## config.mk

```make
export PLATFORM = sky130hd
export DESIGN_NAME = crash_detect_peak_capture
export DESIGN_NICKNAME = d
export VERILOG_FILES = /design/src/design/cdpc_pkg.sv /design/src/design/cdpc_queue.sv /design/src/design/cdpc_front.sv /design/src/design/cdpc_back.sv /design/src/design/crash_detect_peak_capture.sv
export SDC_FILE = /design/constraint.sdc
export NUM_CORES = 1
export LEC_CHECK = 0
export BUFFER_PORTS_ARGS = -buffer_cell sky130_fd_sc_hd__buf_4
export CORE_UTILIZATION = 45
export DETAILED_ROUTE_END_ITERATION = 8
export PLACE_DENSITY_LB_ADDON = 0.2
export RECOVER_POWER = 100
export SETUP_SLACK_MARGIN = 0.15
export SLEW_MARGIN = 0
export SYNTH_ARGS = -nofsm -noshare
export SYNTH_HDL_FRONTEND = slang
export SYNTH_SLANG_ARGS = --single-unit
export TNS_END_PERCENT = 10
```

## constraint.sdc

```tcl
create_clock -name i_clk -period 14.1 [get_ports i_clk]
set_input_delay 2.82 -clock i_clk [delete_from_list [all_inputs] [get_ports i_clk]]
set_output_delay 2.82 -clock i_clk [all_outputs]
set_load 0.01 [all_outputs]
```

## src/design/cdpc_pkg.sv

```systemverilog
// Package for the crash detector with peak capture.
// Holds the sample and result types, configuration codes and the saturating
// absolute value helper. No dependencies.
`default_nettype none

package cdpc_pkg;

    // Fixed field widths.
    localparam int AXIS_W = 16;
    localparam int MAG_W  = 15;

    // Configuration port.
    localparam int CFG_INDEX_W = 2;
    localparam int CFG_DATA_W  = 15;

    typedef enum logic [CFG_INDEX_W-1:0] {
        CFG_CRASH_THRESHOLD = 2'd0,
        CFG_USE_Z_AXIS      = 2'd1
    } t_cfg_index;

    localparam logic [MAG_W-1:0] THRESHOLD_RESET = 15'd30000;
    localparam logic [MAG_W-1:0] MAG_MAX         = 15'h7FFF;
    localparam logic [AXIS_W-1:0] AXIS_MOST_NEG  = 16'h8000;

    // Default depth of both queues.
    localparam int CDPC_QUEUE_DEPTH = 2;

    // A classified sample, as it travels from the front end to the back end.
    typedef struct packed {
        logic signed [AXIS_W-1:0] x;
        logic signed [AXIS_W-1:0] y;
        logic signed [AXIS_W-1:0] z;
        logic        [MAG_W-1:0]  mag;
    } t_sample;

    // One result item.
    typedef struct packed {
        logic        [MAG_W-1:0]  magnitude;
        logic                     in_crash;
        logic                     crash_over;
        logic signed [AXIS_W-1:0] peak_x;
        logic signed [AXIS_W-1:0] peak_y;
        logic signed [AXIS_W-1:0] peak_z;
        logic        [MAG_W-1:0]  peak_mag;
    } t_result;

    // Absolute value of a two's complement sample, with the most negative
    // value clamped to the largest positive one.
    function automatic logic [MAG_W-1:0] sat_abs(input logic [AXIS_W-1:0] a);
        logic [AXIS_W-1:0] neg;
        neg = AXIS_W'(~a + 1'b1);
        if (!a[AXIS_W-1]) begin
            return a[MAG_W-1:0];
        end else if (a == AXIS_MOST_NEG) begin
            return MAG_MAX;
        end else begin
            return neg[MAG_W-1:0];
        end
    endfunction

endpackage

`default_nettype wire

```

## src/design/cdpc_queue.sv

```systemverilog
// Small synchronous queue used between the front and back ends and to hold
// finished results. Depends on nothing but its parameters.
`default_nettype none

module cdpc_queue #(
    parameter int DEPTH = 2,
    parameter int WIDTH = 1
) (
    input  wire logic             i_clk,
    input  wire logic             i_rst_n,
    input  wire logic             i_push,
    input  wire logic [WIDTH-1:0] i_data,
    output logic                  o_full,
    input  wire logic             i_pop,
    output logic [WIDTH-1:0]      o_data,
    output logic                  o_empty
);

    localparam int AW = (DEPTH > 1) ? $clog2(DEPTH) : 1;
    localparam int CW = $clog2(DEPTH + 1);

    logic [WIDTH-1:0] r_mem [DEPTH];
    logic [AW-1:0]    r_wr_ptr, n_wr_ptr;
    logic [AW-1:0]    r_rd_ptr, n_rd_ptr;
    logic [CW-1:0]    r_count, n_count;
    logic             w_push, w_pop;

    assign o_full  = (r_count == CW'(DEPTH));
    assign o_empty = (r_count == '0);
    assign o_data  = r_mem[r_rd_ptr];
    assign w_push  = i_push && !o_full;
    assign w_pop   = i_pop && !o_empty;

    always_comb begin
        n_wr_ptr = r_wr_ptr;
        n_rd_ptr = r_rd_ptr;
        n_count  = r_count;
        if (w_push) begin
            n_wr_ptr = (r_wr_ptr == AW'(DEPTH - 1)) ? '0 : AW'(r_wr_ptr + 1'b1);
        end
        if (w_pop) begin
            n_rd_ptr = (r_rd_ptr == AW'(DEPTH - 1)) ? '0 : AW'(r_rd_ptr + 1'b1);
        end
        if (w_push && !w_pop) begin
            n_count = CW'(r_count + 1'b1);
        end else if (w_pop && !w_push) begin
            n_count = CW'(r_count - 1'b1);
        end
    end

    always_ff @(posedge i_clk) begin
        if (!i_rst_n) begin
            r_wr_ptr <= '0;
            r_rd_ptr <= '0;
            r_count  <= '0;
        end else begin
            r_wr_ptr <= n_wr_ptr;
            r_rd_ptr <= n_rd_ptr;
            r_count  <= n_count;
        end
    end

    always_ff @(posedge i_clk) begin
        if (w_push) begin
            r_mem[r_wr_ptr] <= i_data;
        end
    end

endmodule

`default_nettype wire

```

## src/design/cdpc_front.sv

```systemverilog
// Front end: forms the sample magnitude from the saturated axis values.
// Depends on cdpc_pkg.
`default_nettype none

module cdpc_front
    import cdpc_pkg::*;
(
    input  wire logic signed [AXIS_W-1:0] i_accel_x,
    input  wire logic signed [AXIS_W-1:0] i_accel_y,
    input  wire logic signed [AXIS_W-1:0] i_accel_z,
    input  wire logic                     i_use_z_axis,
    output t_sample                       o_sample
);

    logic [MAG_W-1:0] w_abs_x, w_abs_y, w_abs_z, w_max_xy;

    always_comb begin
        w_abs_x  = sat_abs(i_accel_x);
        w_abs_y  = sat_abs(i_accel_y);
        w_abs_z  = sat_abs(i_accel_z);
        w_max_xy = (w_abs_y > w_abs_x) ? w_abs_y : w_abs_x;

        o_sample.x   = i_accel_x;
        o_sample.y   = i_accel_y;
        o_sample.z   = i_accel_z;
        o_sample.mag = (i_use_z_axis && (w_abs_z > w_max_xy)) ? w_abs_z : w_max_xy;
    end

endmodule

`default_nettype wire

```

## src/design/cdpc_back.sv

```systemverilog
// Back end: crash state and held peak, updated once per classified sample.
// Depends on cdpc_pkg.
`default_nettype none

module cdpc_back
    import cdpc_pkg::*;
(
    input  wire logic             i_clk,
    input  wire logic             i_rst_n,
    input  wire logic             i_valid,
    input  wire t_sample          i_sample,
    input  wire logic             i_space,
    input  wire logic [MAG_W-1:0] i_threshold,
    output logic                  o_take,
    output t_result               o_result
);

    logic                     r_active, n_active;
    logic signed [AXIS_W-1:0] r_held_x, r_held_y, r_held_z;
    logic        [MAG_W-1:0]  r_held_mag;
    logic                     w_capture, w_over;

    assign o_take = i_valid && i_space;

    always_comb begin
        n_active  = r_active;
        w_capture = 1'b0;
        w_over    = 1'b0;
        if (!r_active) begin
            if (i_sample.mag > i_threshold) begin
                n_active  = 1'b1;
                w_capture = 1'b1;
            end
        end else if (i_sample.mag < i_threshold) begin
            n_active = 1'b0;
            w_over   = 1'b1;
        end else if (i_sample.mag > r_held_mag) begin
            w_capture = 1'b1;
        end

        o_result.magnitude  = i_sample.mag;
        o_result.in_crash   = n_active;
        o_result.crash_over = w_over;
        o_result.peak_x     = w_capture ? i_sample.x   : r_held_x;
        o_result.peak_y     = w_capture ? i_sample.y   : r_held_y;
        o_result.peak_z     = w_capture ? i_sample.z   : r_held_z;
        o_result.peak_mag   = w_capture ? i_sample.mag : r_held_mag;
    end

    always_ff @(posedge i_clk) begin
        if (!i_rst_n) begin
            r_active   <= 1'b0;
            r_held_x   <= '0;
            r_held_y   <= '0;
            r_held_z   <= '0;
            r_held_mag <= '0;
        end else if (o_take) begin
            r_active <= n_active;
            if (w_capture) begin
                r_held_x   <= i_sample.x;
                r_held_y   <= i_sample.y;
                r_held_z   <= i_sample.z;
                r_held_mag <= i_sample.mag;
            end
        end
    end

endmodule

`default_nettype wire

```

## src/design/crash_detect_peak_capture.sv

```systemverilog
// Top level of the crash detector with peak capture.
// Depends on cdpc_pkg, cdpc_front, cdpc_queue and cdpc_back.
//
//  Channel   Direction  Handshake                 Payload
//  -------   ---------  ------------------------  ------------------------------
//  sample    in         i_push / o_full           i_accel_x, i_accel_y, i_accel_z
//  result    out        o_empty / i_pop           o_magnitude .. o_peak_mag
//  config    in         i_cfg_valid / o_cfg_ready i_cfg_index, i_cfg_data
//
// A sample is classified in the cycle of its transfer and lands in a short
// queue; the back end takes one sample per cycle from it while the result queue
// has room, updates the crash state and pushes the result into the result
// queue. A result passes both queues before it can be popped, and one sample
// per cycle is sustained while results are popped as fast. Stalls on the result
// side fill the result queue first, then the sample queue, and only then raise
// o_full. Reset is synchronous and active low; it empties both queues, clears
// the crash state and the held peak and loads the configuration defaults.
`default_nettype none

module crash_detect_peak_capture
    import cdpc_pkg::*;
#(
    parameter int QUEUE_DEPTH = CDPC_QUEUE_DEPTH
) (
    input  wire logic                     i_clk,
    input  wire logic                     i_rst_n,
    // Sample channel.
    input  wire logic                     i_push,
    output logic                          o_full,
    input  wire logic signed [AXIS_W-1:0] i_accel_x,
    input  wire logic signed [AXIS_W-1:0] i_accel_y,
    input  wire logic signed [AXIS_W-1:0] i_accel_z,
    // Result channel.
    output logic                          o_empty,
    input  wire logic                     i_pop,
    output logic        [MAG_W-1:0]       o_magnitude,
    output logic                          o_in_crash,
    output logic                          o_crash_over,
    output logic signed [AXIS_W-1:0]      o_peak_x,
    output logic signed [AXIS_W-1:0]      o_peak_y,
    output logic signed [AXIS_W-1:0]      o_peak_z,
    output logic        [MAG_W-1:0]       o_peak_mag,
    // Configuration channel.
    input  wire logic                     i_cfg_valid,
    output logic                          o_cfg_ready,
    input  wire logic [CFG_INDEX_W-1:0]   i_cfg_index,
    input  wire logic [CFG_DATA_W-1:0]    i_cfg_data
);

    // Configuration registers. Writes always complete; an index past the
    // register list is accepted and ignored.
    logic [MAG_W-1:0] r_threshold;
    logic             r_use_z_axis;

    assign o_cfg_ready = 1'b1;

    always_ff @(posedge i_clk) begin
        if (!i_rst_n) begin
            r_threshold  <= THRESHOLD_RESET;
            r_use_z_axis <= 1'b0;
        end else if (i_cfg_valid && o_cfg_ready) begin
            case (i_cfg_index)
                CFG_CRASH_THRESHOLD: r_threshold  <= i_cfg_data[MAG_W-1:0];
                CFG_USE_Z_AXIS:      r_use_z_axis <= i_cfg_data[0];
                default: ;
            endcase
        end
    end

    // Front end: magnitude of the incoming sample.
    t_sample w_front_sample;

    cdpc_front u_front (
        .i_accel_x    (i_accel_x),
        .i_accel_y    (i_accel_y),
        .i_accel_z    (i_accel_z),
        .i_use_z_axis (r_use_z_axis),
        .o_sample     (w_front_sample)
    );

    // Queue of classified samples between the two ends.
    t_sample w_mid_sample;
    logic    w_mid_empty;
    logic    w_take;

    cdpc_queue #(
        .DEPTH (QUEUE_DEPTH),
        .WIDTH ($bits(t_sample))
    ) u_mid_queue (
        .i_clk   (i_clk),
        .i_rst_n (i_rst_n),
        .i_push  (i_push),
        .i_data  (w_front_sample),
        .o_full  (o_full),
        .i_pop   (w_take),
        .o_data  (w_mid_sample),
        .o_empty (w_mid_empty)
    );

    // Back end: crash state machine and peak hold.
    t_result w_back_result;
    logic    w_out_full;

    cdpc_back u_back (
        .i_clk       (i_clk),
        .i_rst_n     (i_rst_n),
        .i_valid     (!w_mid_empty),
        .i_sample    (w_mid_sample),
        .i_space     (!w_out_full),
        .i_threshold (r_threshold),
        .o_take      (w_take),
        .o_result    (w_back_result)
    );

    // Finished results wait here until popped.
    t_result w_out_result;

    cdpc_queue #(
        .DEPTH (QUEUE_DEPTH),
        .WIDTH ($bits(t_result))
    ) u_out_queue (
        .i_clk   (i_clk),
        .i_rst_n (i_rst_n),
        .i_push  (w_take),
        .i_data  (w_back_result),
        .o_full  (w_out_full),
        .i_pop   (i_pop),
        .o_data  (w_out_result),
        .o_empty (o_empty)
    );

    assign o_magnitude  = w_out_result.magnitude;
    assign o_in_crash   = w_out_result.in_crash;
    assign o_crash_over = w_out_result.crash_over;
    assign o_peak_x     = w_out_result.peak_x;
    assign o_peak_y     = w_out_result.peak_y;
    assign o_peak_z     = w_out_result.peak_z;
    assign o_peak_mag   = w_out_result.peak_mag;

    // A result that ends a crash never claims the crash is still running.
    a_over_not_in_crash: assert property (@(posedge i_clk) disable iff (!i_rst_n)
        (!o_empty && o_crash_over) |-> !o_in_crash)
        else $error("crash end flagged while still in crash");

    // The back end moves a sample only when one waits and there is room.
    a_take_legal: assert property (@(posedge i_clk) disable iff (!i_rst_n)
        w_take |-> (!w_mid_empty && !w_out_full))
        else $error("back end took a sample without data or room");

    // A transferred sample is held in the sample queue on the next cycle.
    a_push_lands: assert property (@(posedge i_clk) disable iff (!i_rst_n)
        (i_push && !o_full) |=> !w_mid_empty)
        else $error("accepted sample lost");

    // Reset leaves no result behind.
    a_reset_empty: assert property (@(posedge i_clk)
        !i_rst_n |=> o_empty)
        else $error("result queue not empty after reset");

endmodule

`default_nettype wire

```

==> results.rst <==
.. list-table::
   :header-rows: 1

   * - Metric
     - Value
   * - Combined area of the multi-input logic cells
     - about 6200 um2
   * - P&R area growth vs syn
     - 13.9%
   * - Remaining design rule violation count
     - 0
   * - Height of the die
     - 198 um
   * - Cells after Synth
     - 1375
   * - Clock skew
     - 0.0130 ns
   * - Final setup violation count
     - 0
   * - Relative contribution of combinational cells to total power
     - about a third
   * - Number of register bits inferred by synthesis
     - around 380
   * - Routed Antenna Nets
     - 0
   * - Proportion of synthesized flip-flops having asynchronous set or reset
     - 0%
   * - Number of iterations in the first detailed-routing pass
     - 5
   * - Post-Synthesis Cell Area
     - around 17000 um2
   * - Count of unique library cells instantiated by Yosys
     - between 60 and 70
   * - Number of antenna violations at the first check in global routing
     - 1
   * - Iteration-0 DRC Markers
     - ~630
   * - Register cell area after layout
     - just over 10000 um2
   * - Critical path peak fanout
     - 90
   * - Total Wirelength
     - about 40 mm
   * - Slew at the pin closest to its max-slew limit
     - around 4.5 ns
   * - Post-DR wirelength/cell
     - ~20 um
   * - Met3 Resource Use GR
     - 3.18%
   * - Psw
     - ~0.0013 W
   * - Number of I/O port buffers
     - about 150
   * - Io pins
     - about 150
   * - Via count of the first global-routing pass
     - between 10000 and 15000
   * - Top Usage Layer GRT
     - met1
   * - Slack of the worst reg-to-reg path
     - ~3.3 ns
   * - Sequential element share of the synthesized area
     - 60.4%
   * - Clock power share
     - 25.3%
   * - Data arrival at the endpoint of the critical path
     - roughly 11 ns
   * - Seq pwr share
     - 42.4%
   * - Global routing usage on met1
     - between 30% and 40%
   * - Total non-filler cell area in the finished layout
     - 19600 um2
   * - Worst Hold Depth
     - 2
   * - Routability congestion estimate
     - slightly above 0.8
   * - Total of fill cells in the finished design
     - 3380
   * - Result of the run
     - complete, but fails checks
   * - Clock buffer count from CTS
     - 40
   * - Worst Reg2Reg Path Length in Cells
     - 13
   * - Total die area
     - 39000 um2
   * - Number of non-filler instances in the completed layout
     - 2046
   * - Hold violation count in the final report
     - 0
   * - Site Rows
     - 71
   * - Leakage power figure
     - about 7.2 nW
   * - TritonCTS clock tree
     - yes
   * - Routed via count
     - around 11000
   * - Clock root cell
     - sky130_fd_sc_hd__clkbuf_16
   * - CP Launch Type
     - flip-flop
   * - GRT overflow
     - 0
   * - Final hold slack
     - approximately 0.47 ns
   * - Critical path, cell by cell
     - clkbuf_1 -> mux2i_1 -> inv_1 -> ha_1 -> nand2_1 -> nor3_1 -> nand2_1 -> or3_1 -> nand3_1 -> a21o_1 -> clkbuf_1 -> buf_4 -> o21ai_0
   * - Critical path's slowest cell
     - sky130_fd_sc_hd__clkbuf_1
   * - Standard cell area after detailed placement
     - between 15000 and 20000 um2
   * - R2r endpoint
     - u_out_queue.r_mem[1][50]
   * - Int Pwr
     - about 0.0027 W
   * - H-tree lvl count
     - 2
   * - Type of the worst min-delay path
     - flip-flop to flip-flop
   * - Maximum buffer depth of the clock tree
     - 3
   * - Final setup TNS
     - 0 ns
   * - CP bufs+invs
     - 4
   * - Number of enable flip-flop cells after synthesis
     - 286
   * - Clock latency reported for the late side of the worst-skew pair
     - about 0.53 ns
   * - Syn_area_per_cell
     - roughly 13 um2
   * - Cell Pwr Density
     - ~200 nW/um2
   * - Syn_nets
     - between 1500 and 2000
   * - Count of placed standard cells including taps
     - 1972
   * - Pin count of the biggest net entering global routing
     - 92
   * - Violations in the final reports
     - capacitance limit, slew limit
   * - RSZ-0062 raised after global routing
     - no
   * - Total routing resource utilization after global routing
     - roughly 21%
   * - Switching share of total power
     - 32.8%
   * - Max stage delay on crit path
     - 2.44 ns
   * - Clk slew on worst S/H paths
     - around 0.06 ns
   * - First-pass GRT wire length
     - just over 60 mm
   * - HPWL after DPL
     - approximately 27 mm
   * - Highest clock frequency the design can meet
     - 92.5 MHz
   * - Endpoint with the worst hold slack
     - r_threshold[7]
   * - Setup CP Type
     - flip-flop to flip-flop
   * - Core Area
     - about 38000 um2
   * - Mean number of vias per cell
     - 5.34
   * - Share of post-route cells with drive strength above 1
     - between 10 and 15%
   * - Die Span X
     - ~200 um
   * - Final Critical Period
     - between 10 and 15 ns
   * - Met2 layer usage reported by global route
     - between 30% and 40%
   * - Nets
     - about 1600
   * - PostCTS Resize Cnt
     - 0
   * - Data required time of the worst path
     - 14.29 ns
   * - Max-cap check violation count
     - 13
   * - Top_reg_cell synth
     - sky130_fd_sc_hd__edfxtp_1
   * - Count of hold-fix buffers inserted at cts
     - 0
   * - Initial Util
     - 45.7%
   * - Top cell family by delay on the critical path
     - buffers and inverters
   * - Number of buffers inserted by post-CTS setup repair
     - 0
   * - Crit. End Element
     - flip-flop
   * - Pins Over Slew Limit
     - between 600 and 700
   * - Sinks on Clock Net
     - 376
   * - Relative slew slack
     - -199%
   * - Maximum ir drop on the vdd rail
     - between 0.1 and 0.15 mV
   * - Origin of the worst min-delay path
     - r_threshold[7]
   * - Number of warnings printed during yosys synthesis
     - 0
   * - Share of the cycle needed by the critical path after routing
     - 76.7%
==> power by group through the flow <==
stage / registers (W) / clock network [W] / logic (W)
2_1_floorplan: 0.00167 / 0 / 0.000874
4_1_cts: 0.00168 / 0.00104 / 0.00140
5_1_grt: 0.00173 / 0.00108 / 0.00142
3_3_place_gp: 0.00169 / 0 / 0.00138
6_report: 0.00170 / 0.00101 / 0.00129
3_5_place_dp: 0.00171 / 0 / 0.00140
==> cell type report <==
class,instances,share of cell area [%]
diodes,3,0.0383
clock buffers,57,5.69
clock inverters,14,0.753
inverters,76,1.45
multi-input cells,846,31.8
flip-flops and latches,376,53.0
well taps,511,3.26
repair buffers,163,4.02
==> layout by cell type, fill, tap and decap left out, drive strengths merged, types with 14 or more instances in the layout <==
cell,count
inv,75
ha,64
xnor2,16
a21oi,40
and2,18
o311a,14
nand2,172
o221a,49
clkbuf,173
edfxtp,286
dfxtp,90
xor2,25
mux2i,79
buf,47
o21ai,90
nor2,52
mux2,82
==> Yosys cell counts, drive strengths merged (14+ instances only) <==
| master | instances | share of area [%] |
|---|---|---|
| a21oi | 40 | 1.2 |
| inv | 75 | 1.6 |
| mux2 | 82 | 5.4 |
| dfxtp | 90 | 10 |
| and2 | 18 | 0.65 |
| edfxtp | 286 | 50 |
| o311a | 14 | 0.81 |
| mux2i | 79 | 4.6 |
| xor2 | 25 | 1.3 |
| nor2 | 52 | 1.1 |
| nand2 | 172 | 3.8 |
| o21ai | 90 | 2.6 |
| clkbuf | 65 | 1.4 |
| xnor2 | 16 | 0.81 |
| ha | 64 | 4.7 |
| o221a | 49 | 3.2 |
==> routing by layer <==
metal  part of all wire, %  up-vias
met2                    44      232
met4                   1.9        0
met3                   4.5       52
li1                      -     5325
met1                    50     5315
met5                     0        -
==> state kept, by name, summed over array words and instances (netlist names), named ones only <==
name / flops
u_out_queue.r_mem: 160
u_mid_queue.r_mem: 126
u_back.r_held_x: 16
u_back.r_held_y: 16
u_back.r_held_z: 16
r_threshold: 15
u_back.r_held_mag: 15
u_mid_queue.r_count: 2
u_out_queue.r_count: 2
r_use_z_axis: 1
u_back.r_active: 1
u_mid_queue.r_rd_ptr: 1
u_mid_queue.r_wr_ptr: 1
u_out_queue.r_rd_ptr: 1
u_out_queue.r_wr_ptr: 1
==> metrics by stage <==
stage | total power [W] | worst slack, ns | util [%]
floorplan | 0.00255 | 6.23 | -
global placement | 0.00307 | 5.10 | 50.0
detailed placement | 0.00310 | 4.85 | 50.0
CTS | 0.00412 | 5.41 | 53.3
global route | 0.00423 | 2.38 | 52.1
finish | 0.00400 | 3.29 | 52.1
==> worst min-delay path: cells and delay by family, from the launching register on <==
| family | cells | cell delay (ns) |
|---|---|---|
| AND/OR/NAND/NOR | 1 | 0.05 |
| AO/OA/AOI/OAI | 1 | 0.06 |
| flip-flops | 1 | 0.31 |
==> how the worst max path moves through the flow <==
stage                  from                        to  depth (start not counted)
2_1_floorplan  i_accel_x[0]   u_mid_queue.r_mem[0][7]                         26
3_3_place_gp   i_accel_x[0]   u_mid_queue.r_mem[0][7]                         23
3_5_place_dp   i_accel_x[0]   u_mid_queue.r_mem[0][7]                         25
4_1_cts        i_accel_x[0]   u_mid_queue.r_mem[1][9]                         25
5_1_grt           flip-flop  u_out_queue.r_mem[1][23]                         13
6_report          flip-flop  u_out_queue.r_mem[1][50]                         13
==> cells by family after synthesis <==
| kind of cell | Yosys count | share of synthesized area (%) |
|---|---|---|
| AOI/OAI and AO/OA | 259 | 10.8 |
| xor gates and xnor gates | 41 | 2.09 |
| adders and majority gates | 64 | 4.65 |
| buffers and inverters | 153 | 3.43 |
| DFF | 376 | 60.4 |
| muxes | 161 | 9.98 |
| other | 1 | 0.0218 |
| and+or+nand+nor | 320 | 8.66 |
(Power assumes the default switching activity.)
